<file path="config.mk">
export PLATFORM = sky130hd
export DESIGN_NAME = vdls_queue
export DESIGN_NICKNAME = d
export VERILOG_FILES = /design/src/hdl/vdls_pkg.sv /design/src/hdl/vdls_queue.sv
export VERILOG_INCLUDE_DIRS = /design/src /design/src/hdl
export SDC_FILE = /design/constraint.sdc
export NUM_CORES = 1
export LEC_CHECK = 0
export BUFFER_PORTS_ARGS = -buffer_cell sky130_fd_sc_hd__buf_2
export CELL_PAD_IN_SITES_DETAIL_PLACEMENT = 0
export CELL_PAD_IN_SITES_GLOBAL_PLACEMENT = 1
export CORE_ASPECT_RATIO = 1.25
export CORE_MARGIN = 8
export CORE_UTILIZATION = 44
export DETAILED_ROUTE_END_ITERATION = 12
export GPL_TIMING_DRIVEN = 0
export PLACE_DENSITY_LB_ADDON = 0.2
export REMOVE_ABC_BUFFERS = 1
export SYNTH_ARGS = -nofsm -noshare
export SYNTH_HDL_FRONTEND = slang
export SYNTH_SLANG_ARGS = --single-unit
</file>
<file path="constraint.sdc">
create_clock -name clk -period 4.75 [get_ports clk]
set_input_delay 0.475 -clock clk [delete_from_list [all_inputs] [get_ports clk]]
set_output_delay 0.475 -clock clk [all_outputs]
set_load 0.02 [all_outputs]
</file>
<file path="src/hdl/vector_display_list_scanner_macros.svh">
// Assertion macros shared by the vector display list scanner modules.
`ifndef VECTOR_DISPLAY_LIST_SCANNER_MACROS_SVH
`define VECTOR_DISPLAY_LIST_SCANNER_MACROS_SVH
`ifndef SYNTHESIS
`define VDLS_ASSERT(label, clk, rst, prop) \
  label: assert property (@(posedge clk) disable iff (rst) (prop)) \
    else $error("vdls assertion failed in %m");
`define VDLS_ASSERT_NEXT(label, clk, rst, cond, nxt) \
  label: assert property (@(posedge clk) disable iff (rst) (cond) |=> (nxt)) \
    else $error("vdls assertion failed in %m");
`else
`define VDLS_ASSERT(label, clk, rst, prop)
`define VDLS_ASSERT_NEXT(label, clk, rst, cond, nxt)
`endif
`endif

</file>
<file path="src/hdl/vdls_pkg.sv">
// Types and constants of the vector display list scanner.
`timescale 1ns / 1ps
package vdls_pkg;

  localparam int ADDR_W      = 16;
  localparam int COUNT_W     = 13;
  localparam int OFS_W       = 8;
  localparam int WORD_W      = 16;
  localparam int SLOT_W      = 8;
  localparam int SUM_W       = 17;
  localparam int QUEUE_DEPTH = 2;
  localparam int QUEUE_AW    = 1;

  localparam logic [1:0] MODE_TICK  = 2'd0;
  localparam logic [1:0] MODE_PUSH  = 2'd1;
  localparam logic [1:0] MODE_WRITE = 2'd2;
  localparam logic [1:0] MODE_CLEAR = 2'd3;

  localparam logic [1:0] STATUS_OK      = 2'd0;
  localparam logic [1:0] STATUS_FULL    = 2'd1;
  localparam logic [1:0] STATUS_IGNORED = 2'd2;

  typedef enum logic [1:0] {
    OP_TICK,
    OP_PUSH,
    OP_WRITE,
    OP_CLEAR
  } op_t;

  typedef struct packed {
    op_t                op;
    logic [ADDR_W-1:0]  base;
    logic [COUNT_W-1:0] count;
    logic               count_zero;
    logic [OFS_W-1:0]   x;
    logic [OFS_W-1:0]   y;
    logic [ADDR_W-1:0]  waddr;
    logic [WORD_W-1:0]  wdata;
  } item_t;

  typedef struct packed {
    logic [ADDR_W-1:0]  base;
    logic [COUNT_W-1:0] count;
    logic [OFS_W-1:0]   x;
    logic [OFS_W-1:0]   y;
  } desc_t;

endpackage

</file>
<file path="src/hdl/vdls_queue.sv">
// Two-entry item queue between the front end and the back end.
`timescale 1ns / 1ps
`include "vector_display_list_scanner_macros.svh"
module vdls_queue (
  input  logic            clk,
  input  logic            rst,
  input  logic            push,
  input  vdls_pkg::item_t push_item,
  output logic            full,
  input  logic            pop,
  output logic            valid,
  output vdls_pkg::item_t head
);

  localparam int CW = vdls_pkg::QUEUE_AW + 1;

  vdls_pkg::item_t               entries [vdls_pkg::QUEUE_DEPTH];
  logic [vdls_pkg::QUEUE_AW-1:0] wp;
  logic [vdls_pkg::QUEUE_AW-1:0] rp;
  logic [CW-1:0]                 count;

  assign full  = (count == CW'(vdls_pkg::QUEUE_DEPTH));
  assign valid = (count != '0);
  assign head  = entries[rp];

  always_ff @(posedge clk) begin
    if (push) begin
      entries[wp] <= push_item;
    end
  end

  always_ff @(posedge clk) begin
    if (rst) begin
      wp    <= '0;
      rp    <= '0;
      count <= '0;
    end else begin
      if (push) begin
        wp <= wp + 1'b1;
      end
      if (pop) begin
        rp <= rp + 1'b1;
      end
      unique case ({push, pop})
        2'b10:   count <= count + 1'b1;
        2'b01:   count <= count - 1'b1;
        default: count <= count;
      endcase
    end
  end

  `VDLS_ASSERT(a_queue_no_overflow, clk, rst, !(push && full))
  `VDLS_ASSERT(a_queue_no_underflow, clk, rst, !(pop && !valid))

endmodule

</file>
==> flow_summary.yaml <==
outcome:
  status: "completed"
synthesis:
  synth-simple-area-share_pct: 0.777
  synthDistinctLibCells: 15
  yosys.area_share.adder_pct: 0.210
  synth-seq-cells: 165
  syn_inst: 271
  yosysSeqAreaShare_pct: 82.3
  synth_area_per_cell_um2: 22.0
  synth_compound_area_share_pct: 0.168
  ys_warn_count: 0
  synth_xor_area_share_pct: 0.588
  synthMuxAreaShare_pct: 15.1
  synth_top_family_by_area: "multiplexers"
  synthesis.area_um2: 5960
critical_path:
  path_max_fanout: 52
  critPathLaunchType: "register"
  reg2reg_from: "wp"
  crit_type: "register to output port"
  endpoint_kind: "output port"
  worstPathArrival_ps: 1950
  critPathRequiredTime_ps: 4280
floorplan:
  io_pins: 166
  core_um2: 13200
  dieArea_um2: 17500
  die_y_um: 146
  die_x_um: 120
  initial_utilization_pct: 45.0
  rows: 47
final_layout:
  layout-area-overhead-vs-synth_pct: 29.3
  final_cell_mix: "buf_2 (165), edfxtp_1 (160), mux2_2 (80)"
  drive_gt1_share_pct: 61.2
  antenna_cells: 0
  nets: 536
  layout_commonest_cell: "buf_2"
  postLayoutCellArea_um2: 7700
pwr:
  p_leak_nw: 2.88
  p_per_area_nw_per_um2: 458
  ir_drop_mv: 0.240
place:
  dpl_cell_area_um2: 7100
  place_congestion: 0.672
  hpwlAfterDp_um: 7930
  io_buffer_count: 165
timing:
  worst_pin_slew_ps: 653
  grt_setup_unrepaired: "false"
  slew_headroom_pct: 56.4
  drv_slew: 0
  max_freq_mhz: 413
  hold_violations: 0
  fin_skew_ps: 7.43
  finalSetupViolCount: 0
  final.setup.tns_ps: 0
  period_needed_ps: 2420
  fin_crit_sh_pct: 51.0
hold_path:
  hp-start: "push_item[10]"
  worstHoldPathType: "input port to register"
cts:
  clk_pin_slew_worst_paths_ps: 60
  holdBufCountCts: 0
  numCtsBuffers: 17
  htree_num_levels: 4
  cts.sinks: 165
  cts_resized: 0
  cts_root_buf: "clkbuf_16"
  worstSkewPairLatency_ps: 410
  clock_path_buffers: 2
  post_cts.repair.setup_buffers: 0
  cts_tree: "yes"
routing:
  routed-wl-met2_um: 6170
  wl_per_cell_um: 18.1
  wl_um: 11500
  drt_iter0_drc: 153
  num_vias: 3054
  wl_met3_um: 752
  ant_nets: 0
  drcViolationCount: 0
  vias_per_cell: 4.81
  top_layer: "met5"
  drt-met1-wl_um: 4330
  firstDrtPassIters: 4
global_route:
  grt_pass1_wl_um: 17700
  grt_max_degree: 53
  first_global_vias: 3289
  grt_overflow: 0
  antenna_found_initial: 2
  track_usage_pct: 13.4
run:
  drv_cap: 0
[sequential cells by signal, indices dropped and copies added, names as in the netlist, named ones only]
name / flops
wp: 1
count: 2
rp: 1
entries: 160
[cells in the mapped netlist]
| master | count | area [um^2] |
|---|---|---|
| edfxtp_1 | 160 | 4800 |
| mux2_2 | 80 | 901 |
| buf_2 | 9 | 45.0 |
| dfxtp_1 | 5 | 100 |
| nor2_1 | 5 | 18.8 |
| xnor2_1 | 3 | 26.3 |
| a21oi_1 | 1 | 5.00 |
| and2_1 | 1 | 6.26 |
| and2b_2 | 1 | 8.76 |
| ha_1 | 1 | 12.5 |
| inv_1 | 1 | 3.75 |
| o21ai_0 | 1 | 5.00 |
| or2_2 | 1 | 6.26 |
| or3_1 | 1 | 6.26 |
| xor2_1 | 1 | 8.76 |
[where the power goes]
part           internal [mW]  total (mW)  switching [mW]
combinational          0.175       0.413           0.237
clock                  0.836        1.39           0.550
sequential              1.70        1.73          0.0300
total                   2.71        3.53           0.817
[critical path, stage by stage (launching register included)]
cell and delay (ps):
dfxtp_4 620, buf_16 300, mux2_2 390, buf_2 170
[cells by family (layout without fill, tap and decap cells)]
| family | Yosys count | count (layout) |
|---|---|---|
| DFF | 165 | 165 |
| adders and majority gates | 1 | 1 |
| buffers and inverters | 10 | 203 |
| AOI/OAI and AO/OA | 2 | 2 |
| xor gates and xnor gates | 4 | 4 |
| muxes | 80 | 80 |
| and+or+nand+nor | 9 | 9 |
[layout make-up]
type	count	area, um^2
well taps	171	214
clock inverters	13	173
multi-input cells	96	1010
repair buffers	170	956
flip-flops and latches	165	4910
inverters	1	3.75
clock buffers	19	433
fillers	1075	5530
[worst paths after layout]
path	to	slack, ps	cells past startpoint
max	head[76]	2330	3
min	entries[0][10]	250	1
max reg2reg	entries[0][76]	3140	3
min reg2reg	count[1]	520	2
[metal layers]
layer | vias to the layer above | global-route usage (%)
met3 | 19 | 5.71
met4 | 4 | 5.32
met2 | 94 | 23.2
met1 | 1503 | 13.9
met5 | - | 0
li1 | 1434 | -
[through the flow]
step	worst slack (ps)	total power, mW	hold slack (ps)	cells	util (%)
4_1_cts	2290	3.57	226	635	58.2
3_5_place_dp	2750	2.18	504	603	53.6
2_1_floorplan	342	2.01	456	262	-
3_3_place_gp	-1760	2.17	483	598	52.5
5_1_grt	2230	3.65	222	635	58.2
6_report	2330	3.53	246	635	58.2
No activity file was read; power rests on OpenSTA's default activity.
